**config.mk**
```make
export PLATFORM = sky130hd
export DESIGN_NAME = coordinate_keyed_cell_map
export DESIGN_NICKNAME = d
export VERILOG_FILES = /design/src/sv/ckcm_pkg.sv /design/src/sv/ckcm_store.sv /design/src/sv/ckcm_ctrl.sv /design/src/sv/coordinate_keyed_cell_map.sv
export SDC_FILE = /design/constraint.sdc
export NUM_CORES = 1
export LEC_CHECK = 0
export BUFFER_PORTS_ARGS = -buffer_cell sky130_fd_sc_hd__buf_4
export CAP_MARGIN = 20
export CORE_AREA = 4 4 386 198
export CTS_CLUSTER_SIZE = 20
export DETAILED_ROUTE_END_ITERATION = 8
export DIE_AREA = 0 0 390 202
export GPL_TIMING_DRIVEN = 0
export PLACE_DENSITY = 0.79
export SLEW_MARGIN = 20
export SYNTH_ARGS = -nofsm -noshare
export SYNTH_HDL_FRONTEND = slang
export SYNTH_SLANG_ARGS = --single-unit
```
**constraint.sdc**
```tcl
create_clock -name clk -period 8.85 [get_ports clk]
set_clock_uncertainty 0.1 [all_clocks]
set_input_delay 0.4425 -clock clk [delete_from_list [all_inputs] [get_ports clk]]
set_output_delay 0.4425 -clock clk [all_outputs]
set_load 0.03 [all_outputs]
```
**src/sv/ckcm_pkg.sv**
```systemverilog
`timescale 1ns / 1ps
// ----------------------------------------------------------------------------
// ckcm_pkg
// Shared constants, codes and types for the coordinate keyed cell map.
// ----------------------------------------------------------------------------
package ckcm_pkg;

	// map capacity and derived widths
	localparam int ENTRIES = 32;
	localparam int IDX_W   = (ENTRIES > 1) ? $clog2(ENTRIES) : 1;
	localparam int CNT_W   = $clog2(ENTRIES + 1);
	localparam int COORD_W = 8;
	localparam int BYTE_W  = 8;
	localparam int KEY_W   = 2 * COORD_W;
	localparam int REC_W   = 2 * BYTE_W;
	localparam int STAT_W  = 3;

	localparam logic [CNT_W-1:0] CNT_FULL = CNT_W'(ENTRIES);

	// request opcodes
	localparam logic OP_INSERT = 1'b0;
	localparam logic OP_LOOKUP = 1'b1;

	// result status codes
	typedef enum logic [STAT_W-1:0] {
		ST_UPDATED  = 3'd0,
		ST_APPENDED = 3'd1,
		ST_FULL     = 3'd2,
		ST_HIT      = 3'd3,
		ST_MISS     = 3'd4
	} status_t;

	// search controller states
	typedef enum logic [1:0] {
		S_IDLE,
		S_SEARCH,
		S_RDREC,
		S_DONE
	} state_t;

	// access request from the controller to the entry store
	typedef struct packed {
		logic             key_we;
		logic             rec_we;
		logic [IDX_W-1:0] wr_addr;
		logic [KEY_W-1:0] key_wdata;
		logic [REC_W-1:0] rec_wdata;
		logic [IDX_W-1:0] key_raddr;
		logic [IDX_W-1:0] rec_raddr;
	} mem_req_t;

	// one finished result word
	typedef struct packed {
		status_t           status;
		logic [BYTE_W-1:0] walls;
		logic [BYTE_W-1:0] visits;
	} result_t;

endpackage

```
**src/sv/ckcm_store.sv**
```systemverilog
`timescale 1ns / 1ps
// ----------------------------------------------------------------------------
// ckcm_store
// Key and record memories, one write port and one registered read port each.
// ----------------------------------------------------------------------------
module ckcm_store (
	input  logic                          clk,
	input  ckcm_pkg::mem_req_t            req,
	output logic [ckcm_pkg::KEY_W-1:0]    key_rd_data,
	output logic [ckcm_pkg::REC_W-1:0]    rec_rd_data
);

	logic [ckcm_pkg::KEY_W-1:0] key_mem [ckcm_pkg::ENTRIES];
	logic [ckcm_pkg::REC_W-1:0] rec_mem [ckcm_pkg::ENTRIES];
	logic [ckcm_pkg::KEY_W-1:0] key_rd_q;
	logic [ckcm_pkg::REC_W-1:0] rec_rd_q;

	// key memory
	always_ff @(posedge clk) begin
		if (req.key_we) begin
			key_mem[req.wr_addr] <= req.key_wdata;
		end
		key_rd_q <= key_mem[req.key_raddr];
	end

	// record memory
	always_ff @(posedge clk) begin
		if (req.rec_we) begin
			rec_mem[req.wr_addr] <= req.rec_wdata;
		end
		rec_rd_q <= rec_mem[req.rec_raddr];
	end

	assign key_rd_data = key_rd_q;
	assign rec_rd_data = rec_rd_q;

endmodule

```
**src/sv/ckcm_ctrl.sv**
```systemverilog
`timescale 1ns / 1ps
// ----------------------------------------------------------------------------
// ckcm_ctrl
// Linear search sequencer: scans filled keys one per cycle, then updates,
// appends or reads back a record and holds the result until taken.
// ----------------------------------------------------------------------------
module ckcm_ctrl (
	input  logic                          clk,
	input  logic                          arst_n,
	input  logic                          in_valid,
	output logic                          in_ready,
	input  logic                          op,
	input  logic [ckcm_pkg::KEY_W-1:0]    key,
	input  logic [ckcm_pkg::REC_W-1:0]    rec,
	output logic                          res_valid,
	input  logic                          res_ready,
	output ckcm_pkg::result_t             res,
	output ckcm_pkg::mem_req_t            req,
	input  logic [ckcm_pkg::KEY_W-1:0]    key_rd_data,
	input  logic [ckcm_pkg::REC_W-1:0]    rec_rd_data
);

	ckcm_pkg::state_t            state_q, state_d;
	logic [ckcm_pkg::IDX_W-1:0]  idx_q, idx_d;
	logic [ckcm_pkg::CNT_W-1:0]  count_q, count_d;
	logic                        op_q;
	logic [ckcm_pkg::KEY_W-1:0]  key_q;
	logic [ckcm_pkg::REC_W-1:0]  rec_q;
	ckcm_pkg::result_t           res_q, res_d;
	logic [ckcm_pkg::CNT_W-1:0]  idx_ext;
	logic                        hit;
	logic                        last;

	// compare of the key read for the current index
	assign idx_ext = ckcm_pkg::CNT_W'(idx_q);
	assign hit     = (idx_ext < count_q) && (key_rd_data == key_q);
	assign last    = (idx_ext + 1'b1) >= count_q;

	// control registers
	always_ff @(posedge clk or negedge arst_n) begin
		if (!arst_n) begin
			state_q <= ckcm_pkg::S_IDLE;
			count_q <= '0;
		end else begin
			state_q <= state_d;
			count_q <= count_d;
		end
	end

	// request word and datapath registers
	always_ff @(posedge clk) begin
		idx_q <= idx_d;
		res_q <= res_d;
		if (in_valid && in_ready) begin
			op_q  <= op;
			key_q <= key;
			rec_q <= rec;
		end
	end

	// next state, memory requests and result
	always_comb begin
		state_d       = state_q;
		idx_d         = idx_q;
		count_d       = count_q;
		res_d         = res_q;
		in_ready      = 1'b0;
		res_valid     = 1'b0;
		req.key_we    = 1'b0;
		req.rec_we    = 1'b0;
		req.wr_addr   = idx_q;
		req.key_wdata = key_q;
		req.rec_wdata = rec_q;
		req.key_raddr = idx_q + 1'b1;
		req.rec_raddr = idx_q;
		case (state_q)
			ckcm_pkg::S_IDLE: begin
				in_ready      = 1'b1;
				req.key_raddr = '0;
				idx_d         = '0;
				if (in_valid) begin
					state_d = ckcm_pkg::S_SEARCH;
				end
			end
			ckcm_pkg::S_SEARCH: begin
				res_d.walls  = '0;
				res_d.visits = '0;
				if (hit) begin
					if (op_q == ckcm_pkg::OP_INSERT) begin
						// overwrite the record of the matching entry
						req.rec_we   = 1'b1;
						res_d.status = ckcm_pkg::ST_UPDATED;
						state_d      = ckcm_pkg::S_DONE;
					end else begin
						// record read issued at idx_q this cycle
						state_d = ckcm_pkg::S_RDREC;
					end
				end else if (last) begin
					state_d = ckcm_pkg::S_DONE;
					if (op_q == ckcm_pkg::OP_LOOKUP) begin
						res_d.status = ckcm_pkg::ST_MISS;
					end else if (count_q < ckcm_pkg::CNT_FULL) begin
						// append at the first free entry
						req.key_we   = 1'b1;
						req.rec_we   = 1'b1;
						req.wr_addr  = count_q[ckcm_pkg::IDX_W-1:0];
						count_d      = count_q + 1'b1;
						res_d.status = ckcm_pkg::ST_APPENDED;
					end else begin
						res_d.status = ckcm_pkg::ST_FULL;
					end
				end else begin
					idx_d = idx_q + 1'b1;
				end
			end
			ckcm_pkg::S_RDREC: begin
				res_d.status = ckcm_pkg::ST_HIT;
				res_d.walls  = rec_rd_data[ckcm_pkg::BYTE_W-1:0];
				res_d.visits = rec_rd_data[ckcm_pkg::REC_W-1:ckcm_pkg::BYTE_W];
				state_d      = ckcm_pkg::S_DONE;
			end
			ckcm_pkg::S_DONE: begin
				res_valid = 1'b1;
				if (res_ready) begin
					state_d = ckcm_pkg::S_IDLE;
				end
			end
			default: begin
				state_d = ckcm_pkg::S_IDLE;
			end
		endcase
	end

	assign res = res_q;

endmodule

```
**src/sv/coordinate_keyed_cell_map.sv**
```systemverilog
`timescale 1ns / 1ps
// ----------------------------------------------------------------------------
// coordinate_keyed_cell_map
// Small map of maze cell records keyed by an offset x,y coordinate pair.
// ----------------------------------------------------------------------------
// Usage:
//   Input word (in_valid/in_ready): opcode, key_x, key_y, walls_in, visits_in.
//   opcode 0 updates a matching record or appends a new entry (status 0, 1,
//   or 2 when the map is full); opcode 1 looks a key up (status 3 hit with
//   the stored bytes, status 4 miss with zero bytes).
//   Result word (out_valid/out_ready): status, walls_out, visits_out.
//   cfg_wr_en/cfg_wr_data set the coordinate offset, added to both key
//   coordinates modulo 256; write it only while the map is idle.
//   One word is processed at a time. The search reads one stored key per
//   cycle from the key memory and stops at the first match; a lookup hit
//   then reads the stored record, and the result is held until taken.
//   The next word is taken only once the result has been handed over.
//   Reset clears the offset and the entry count; memories are not cleared.
//   A stalled receiver holds the result in the output register while the
//   next word is searched; that word then waits until the register frees.
// ----------------------------------------------------------------------------
module coordinate_keyed_cell_map (
	input  logic                               clk,
	input  logic                               arst_n,
	input  logic                               in_valid,
	output logic                               in_ready,
	input  logic                               opcode,
	input  logic [ckcm_pkg::COORD_W-1:0]       key_x,
	input  logic [ckcm_pkg::COORD_W-1:0]       key_y,
	input  logic [ckcm_pkg::BYTE_W-1:0]        walls_in,
	input  logic [ckcm_pkg::BYTE_W-1:0]        visits_in,
	output logic                               out_valid,
	input  logic                               out_ready,
	output logic [ckcm_pkg::STAT_W-1:0]        status,
	output logic [ckcm_pkg::BYTE_W-1:0]        walls_out,
	output logic [ckcm_pkg::BYTE_W-1:0]        visits_out,
	input  logic                               cfg_wr_en,
	input  logic [ckcm_pkg::COORD_W-1:0]       cfg_wr_data
);

	logic [ckcm_pkg::COORD_W-1:0] offset_q;
	logic [ckcm_pkg::COORD_W-1:0] kx_off;
	logic [ckcm_pkg::COORD_W-1:0] ky_off;
	logic [ckcm_pkg::KEY_W-1:0]   key;
	logic [ckcm_pkg::REC_W-1:0]   rec;
	logic                         res_valid;
	logic                         res_ready;
	ckcm_pkg::result_t            res;
	ckcm_pkg::result_t            out_q;
	logic                         out_valid_q;
	ckcm_pkg::mem_req_t           req;
	logic [ckcm_pkg::KEY_W-1:0]   key_rd_data;
	logic [ckcm_pkg::REC_W-1:0]   rec_rd_data;

	// offset register
	always_ff @(posedge clk or negedge arst_n) begin
		if (!arst_n) begin
			offset_q <= '0;
		end else if (cfg_wr_en) begin
			offset_q <= cfg_wr_data;
		end
	end

	// key and record packing, offset wraps modulo 256
	assign kx_off = key_x + offset_q;
	assign ky_off = key_y + offset_q;
	assign key    = {ky_off, kx_off};
	assign rec    = {visits_in, walls_in};

	ckcm_ctrl u_ctrl (
		.clk         (clk),
		.arst_n      (arst_n),
		.in_valid    (in_valid),
		.in_ready    (in_ready),
		.op          (opcode),
		.key         (key),
		.rec         (rec),
		.res_valid   (res_valid),
		.res_ready   (res_ready),
		.res         (res),
		.req         (req),
		.key_rd_data (key_rd_data),
		.rec_rd_data (rec_rd_data)
	);

	ckcm_store u_store (
		.clk         (clk),
		.req         (req),
		.key_rd_data (key_rd_data),
		.rec_rd_data (rec_rd_data)
	);

	// output register
	assign res_ready = !out_valid_q || out_ready;

	always_ff @(posedge clk or negedge arst_n) begin
		if (!arst_n) begin
			out_valid_q <= 1'b0;
		end else if (res_valid && res_ready) begin
			out_valid_q <= 1'b1;
		end else if (out_ready) begin
			out_valid_q <= 1'b0;
		end
	end

	always_ff @(posedge clk) begin
		if (res_valid && res_ready) begin
			out_q <= res;
		end
	end

	assign out_valid  = out_valid_q;
	assign status     = out_q.status;
	assign walls_out  = out_q.walls;
	assign visits_out = out_q.visits;

endmodule

```
* Word level (Yosys, flattened, before mapping)
Memory sizes are Yosys's and may differ from the RTL's. A register that Yosys moved wholly into a read port is not among the register bits.
Index checks and enable logic that the tools add are counted.
** Operators by class
- Bitwise gates (word level) :: 2
- Muxes and demuxes :: 32
- Add/sub/neg operators :: 5
- Equality and inequality tests :: 10
- Reductions and logical operators :: 13
- Magnitude comparators :: 3
** Operators with widths (count)
- $pmux 19 s2 :: 1
- $mux 7 :: 4
- $mux 5 :: 4
- $add 8x8->8 :: 2
- $eq 16x16->1 :: 1
- $mux 1 :: 12
- $mux 3 :: 4
- $mux 2 :: 5
- $pmux 5 s2 :: 1
- $reduce_and 3->1 :: 3
- $ne 2x2->1 const B :: 4
- $pmux 2 s4 :: 1
- $add 5x1->6 const B :: 1
- $add 6x1->6 const B :: 1
- $ge 6x6->1 :: 1
- $lt 5x6->1 :: 1
- $lt 6x6->1 const B :: 1
- $reduce_bool 2->1 :: 3
- $add 5x1->5 const B :: 1
- $reduce_and 5->1 :: 1
- $eq 2x2->1 const B :: 2
- $logic_and 1x1->1 :: 3
- $ne 3x1->1 const B :: 1
- $ne 3x3->1 const B :: 1
- other kinds (5) :: 6
** Word-level totals
- Memories :: 2
- Bits in writable memories :: 1024
- Input bits :: 46
- Flip-flop bits (word level) :: 93
- Output and inout port bits :: 21
- Logic and storage cells :: 81
** Memory list
- u_store.key_mem :: depth 32, bits a word 16, read ports 1, clocked after Yosys merged registers in 1, write ports 1, line ckcm_store.sv:13 : logic [ckcm_pkg::KEY_W-1:0] key_mem [ckcm_pkg::ENTRIES];
- u_store.rec_mem :: depth 32, bits a word 16, read ports 1, clocked after Yosys merged registers in 1, write ports 1, line ckcm_store.sv:14 : logic [ckcm_pkg::REC_W-1:0] rec_mem [ckcm_pkg::ENTRIES];

* Logic depth before layout (Yosys ltp)
- Depth after elaboration :: 8
- Gate-level depth with buffers :: 13
- Depth with buffers taken out :: 11

* By module
From an unflattened synthesis, not the netlist that was laid out.
** Second synthesis, totals
- Cells, all modules :: 2618
- Area, all modules :: 45474.9 um^2
** Modules (own cells, without submodules)
- ckcm_store :: times used 1, area each 41024.3 um^2, sequential area each 31390.1 um^2, cells an instance 2285
- ckcm_ctrl :: times used 1, area each 2929.1 um^2, sequential area each 1911.8 um^2, cells an instance 211
- coordinate_keyed_cell_map :: times used 1, area each 1521.5 um^2, sequential area each 795.8 um^2, cells an instance 122

* Worst setup path after synthesis
No wires, ideal clock.
- Path kind :: register to register
- From :: reg u_ctrl.idx_q[0] in the netlist's numbering
- To :: mem u_store.rec_mem[1][0] in the netlist's numbering, enable pin
- Library setup time :: 340 ps
- Required time :: 8410 ps
- Setup slack :: 4535 ps
- Clock period less this slack :: 4315 ps
- Stages on the path, launching flop included :: 13
- Arrival time :: 3875 ps
- Path buffers :: 4
- Cell sequence :: edfxtp_1 buf_2 buf_6 buf_4 buf_4 inv_1 ha_1 and3b_1 o21ai_0 o2111a_1 o31ai_4 nor3_1 a31o_2
** On the way
- Word-level cells in the longest chain between the ends :: 7
** Ends and longest elaborated chain
- start: declaration :: line ckcm_ctrl.sv:24 : logic [ckcm_pkg::IDX_W-1:0] idx_q, idx_d;
- start signal: assignment :: line ckcm_ctrl.sv:52 : idx_q <= idx_d;
- $add 5x1->6 :: line ckcm_ctrl.sv:37 : assign last = (idx_ext + 1'b1) >= count_q;
- $ge 6x6->1 :: line ckcm_ctrl.sv:37
- $mux 7 :: line ckcm_ctrl.sv:98 : end else if (last) begin
- $mux 1 :: line ckcm_ctrl.sv:88 : if (hit) begin
- $mux 7 (*) :: line ckcm_ctrl.sv:76 : case (state_q)
- $mux 1 :: line ckcm_store.sv:28 : if (req.rec_we) begin
- $mux 1 (not written as such) :: line ckcm_store.sv:29 : rec_mem[req.wr_addr] <= req.rec_wdata;
- end: declaration :: line ckcm_store.sv:14
Mark *: on every way between the ends. The rest lies on a longest branch, timed or not.

* Worst setup path after layout
- From :: reg u_ctrl.idx_q[0] in the netlist's numbering
- To :: mem u_store.key_mem[13][8] in the netlist's numbering, enable pin
** On the way
- Word-level cells in the longest chain between the ends :: 7
** Ends and longest elaborated chain
- $add 5x1->6 :: line ckcm_ctrl.sv:37
- $ge 6x6->1 :: line ckcm_ctrl.sv:37
- $mux 7 :: line ckcm_ctrl.sv:98
- $mux 1 :: line ckcm_ctrl.sv:88
- $mux 7 (*) :: line ckcm_ctrl.sv:76
- $mux 1 :: line ckcm_store.sv:20 : if (req.key_we) begin
- $mux 1 (not written as such) :: line ckcm_store.sv:21 : key_mem[req.wr_addr] <= req.key_wdata;
- end: declaration :: line ckcm_store.sv:13
Marks and branches as above.

==> results.md <==
* Antenna Cells at 0
* PD cells at 345 nW/um^2
* Syn Inst Count at ~2700
* Crit path cell chain: buf_2, buf_6, buf_4, buf_4, inv_1, ha_1, and3b_1, o21ai_0, o2111ai_1, a31oi_2, nand3_1, nor2_2
* TritonCTS clock tree: done
* VDD IR max at roughly 0.19 mV
* Initial antenna violation count at 2
* Commonest non-fill, non-tap cell in the layout: edfxtp_1
* CTS root buf: clkbuf_16
* Most numerous cell on the critical path: buf_4
* H-tree depth at 3
* Slew margin rel. at 31.1%
* Routed WL at roughly 120000 um
* Total negative slack at 0 ns
* Clk slew on worst S/H paths at about 0.070 ns
* Chip height at just over 200 um
* Largest stage delay on the critical path at between 0.9 and 1 ns
* Mapped Area at about 45000 um^2
* Clk_lat worst skew at roughly 0.67 ns
* Die area at just under 80000 um^2
* Nets at between 3000 and 4000
* Grt total ovfl at 0
* Post-route DRC violation count at 0
* Post-Synth XOR/XNOR Area at less than 1%
* Hold buffers post-CTS at 29
* Mux cell area share after synthesis at 8.38%
* Syn_area_per_cell at about 17 um^2
* Die width at 390 um
* PostCTS Resize Cnt at 0
* Post-CTS Setup Bufs at 0
* GP Congestion at between 0.9 and 1
* Crit path kind: reg -> reg
* Synth Register Bits at ~1100
* Post-synth net total at roughly 2800
* Slowest cell on crit path: nor2_2
* Gr usage total at a little under a third
* Clock tree sinks at between 1000 and 1500
* Vias/cell at a little under 7
* Total vias in the final route at ~27000
* CP endpoint kind: flip-flop
* Synth Area in Adders at less than 1%
* # rows at 70
* Pin count of the biggest net entering global routing at 34
* Synth area leader: edfxtp_1
* Starting DRT DRC Count at roughly 4300
* Post-DP HPWL at between 70000 and 80000 um
* Req. time, crit path at around 9 ns
* RSZ-0062 raised after global routing: no
* Post-place setup slack at around 3.6 ns
* Post-synthesis compound-gate area fraction at roughly 7.5%
* Worst reg-to-reg setup slack at 3.33 ns
* Arr. time, crit path at roughly 5.7 ns
* Most frequent cells in the layout: edfxtp_1, nand2_1, mux2i_1
* Vias in the first global route at about 27000
* Clock buffer depth at 3
* Clock buffer count from CTS at between 90 and 100
* Outcome: complete, no violations
* Cells after DPL at about 3800
* Final worst path period need at ~5.5 ns
* Final cycle utilization of the critical path at 62.4%
* Layout cell share with drive strength beyond 1 at between 15 and 20%
* Asr flop ratio synth at about 1.5%
* I/O pins at 67
* Final antenna-violating net count at 0
* Slew Limit Fails at 0
* Starting Density at a little over three fifths
* Pre-Repair DR Iteration Count at 9
* Least-Margin Pin Slew at approximately 1.0 ns
* Worst setup margin at roughly 3.3 ns
* Leak Pwr at ~0.017 uW
* Post-synthesis simple-gate area fraction at between 5 and 6%
* PortBufs at 65
* Final hold viol count at 0
* Post-synth EDFFs at 1100
* Wirelength per Cell at around 30 um
* Highest clock rate at around 0.18 GHz
* Post-synth top flop: edfxtp_1
* Fin cells at around 4000
* First-pass GRT wire length at between 150000 and 200000 um
* Largest cells by area after synthesis: edfxtp_1, mux4_2, mux2i_1, nand2_1, dfxtp_1
* Final setup viols at 0
* Register area share after synthesis at ~75%
* Largest family of logic cells by synthesized area: multiplexers
* Post-synth cell types at 77
* Hold Path Class: in -> async
* Syn-to-layout area delta at 14.4%
* Warnings from Yosys at 0
* Yosys top cell area share at between 70 and 80%
* Core area at roughly 73000 um^2
* Crit path max fanout at 16
* Critical Path Source Type: flip-flop
* # Max-Cap Violations at 0
-- cell type report --
type                       count  area, um^2
sequential                  1149       34100
fill                        4269       20600
multi-input combinational   1367       10700
clock buffer                 129        2650
timing repair buffer         183        2120
tap                          972        1220
buffer                       162         757
clock inverter                41         393
inverter                      28         105
-- metrics by stage --
| stage | total power (uW) | util [%] | cell area (um^2) | hold slack, ns |
|---|---|---|---|---|
| 2_1_floorplan | 10900 | - | 45500 | 0.0469 |
| 3_3_place_gp | 13200 | 64.9 | 47200 | 0.240 |
| 3_5_place_dp | 13500 | 66.7 | 48500 | 0.243 |
| 4_1_cts | 17700 | 71.3 | 51800 | 0.0778 |
| 5_1_grt | 18500 | 71.6 | 52000 | 0.106 |
| 6_report | 17900 | 71.6 | 52000 | 0.0964 |
-- per-layer routing --
metal | up-vias | part of all wire, % | GRT usage [%]
met3 | 278 | 13 | 7.42
met1 | 13700 | 37 | 42.8
met4 | 2 | 3.9 | 10.7
met2 | 1948 | 47 | 47.6
met5 | - | 0.011 | 0
li1 | 11300 | - | -
-- path summary, 6_finish.rpt --
path	startpoint	endpoint	cells after the start
min in group clk	key_y[7]	u_ctrl.key_q[15]$_DFFE_PP_	3
worst min register to register	u_ctrl.res[2]$_SDFFCE_PN0P_	visits_out[2]$_DFFE_PP_	0
max in group asynchronous	arst_n	u_ctrl.count_q[5]$_DFFE_PN0P_	2
worst max-delay path	u_ctrl.idx_q[0]$_SDFFCE_PP0P_	u_store.key_mem[13][8]$_DFFE_PP_	12
worst min-delay path	arst_n	offset_q[1]$_DFFE_PN0P_	2
worst max register to register	u_ctrl.idx_q[0]$_SDFFCE_PP0P_	u_store.key_mem[13][8]$_DFFE_PP_	12
-- sequential cells by signal (all words and copies together) (netlist names), 8 cells and up --
register / flops
visits_out: 8
u_store.rec_rd_data: 16
u_ctrl.rec_q: 16
u_ctrl.key_q: 16
u_store.key_mem: 512
offset_q: 8
u_store.key_rd_data: 16
u_ctrl.res: 19
u_store.rec_mem: 512
walls_out: 8
-- critical path, delay by kind of cell (launching register included) --
kind                     cells  cell delay, ns
adder cells (fa/ha/maj)      1            0.33
AND/OR/NAND/NOR              3            1.66
buffers and inverters        5            1.29
AO/OA/AOI/OAI                3            1.25
flip-flops                   1            0.43
-- where the power goes --
part	internal, uW	switching (uW)
sequential	6510	243
combinational	2260	4720
clock	2300	1900
total	11100	6860
-- cells by family after synthesis --
| kind of cell | Yosys count |
|---|---|
| AO/OA/AOI/OAI | 463 |
| AND/OR/NAND/NOR | 565 |
| XOR/XNOR | 35 |
| adder cells (fa/ha/maj) | 33 |
| multiplexers | 271 |
| buffers and inverters | 190 |
| flip-flops | 1149 |
-- Yosys cell counts, drive strengths merged, types with 8 or more instances --
cell / number
a211oi: 81
a21oi: 47
a311oi: 45
a31oi: 66
and2: 21
buf: 81
clkbuf: 80
dfrtp: 17
dfxtp: 32
edfxtp: 1100
ha: 31
inv: 26
mux2: 24
mux2i: 163
mux4: 84
nand2: 275
nand3: 43
nor2: 108
nor2b: 88
o21ai: 21
o221ai: 64
o22ai: 53
o31ai: 27
o41ai: 8
xnor2: 18
xor2: 17
Note: power is estimated with default switching activity, not from simulation.
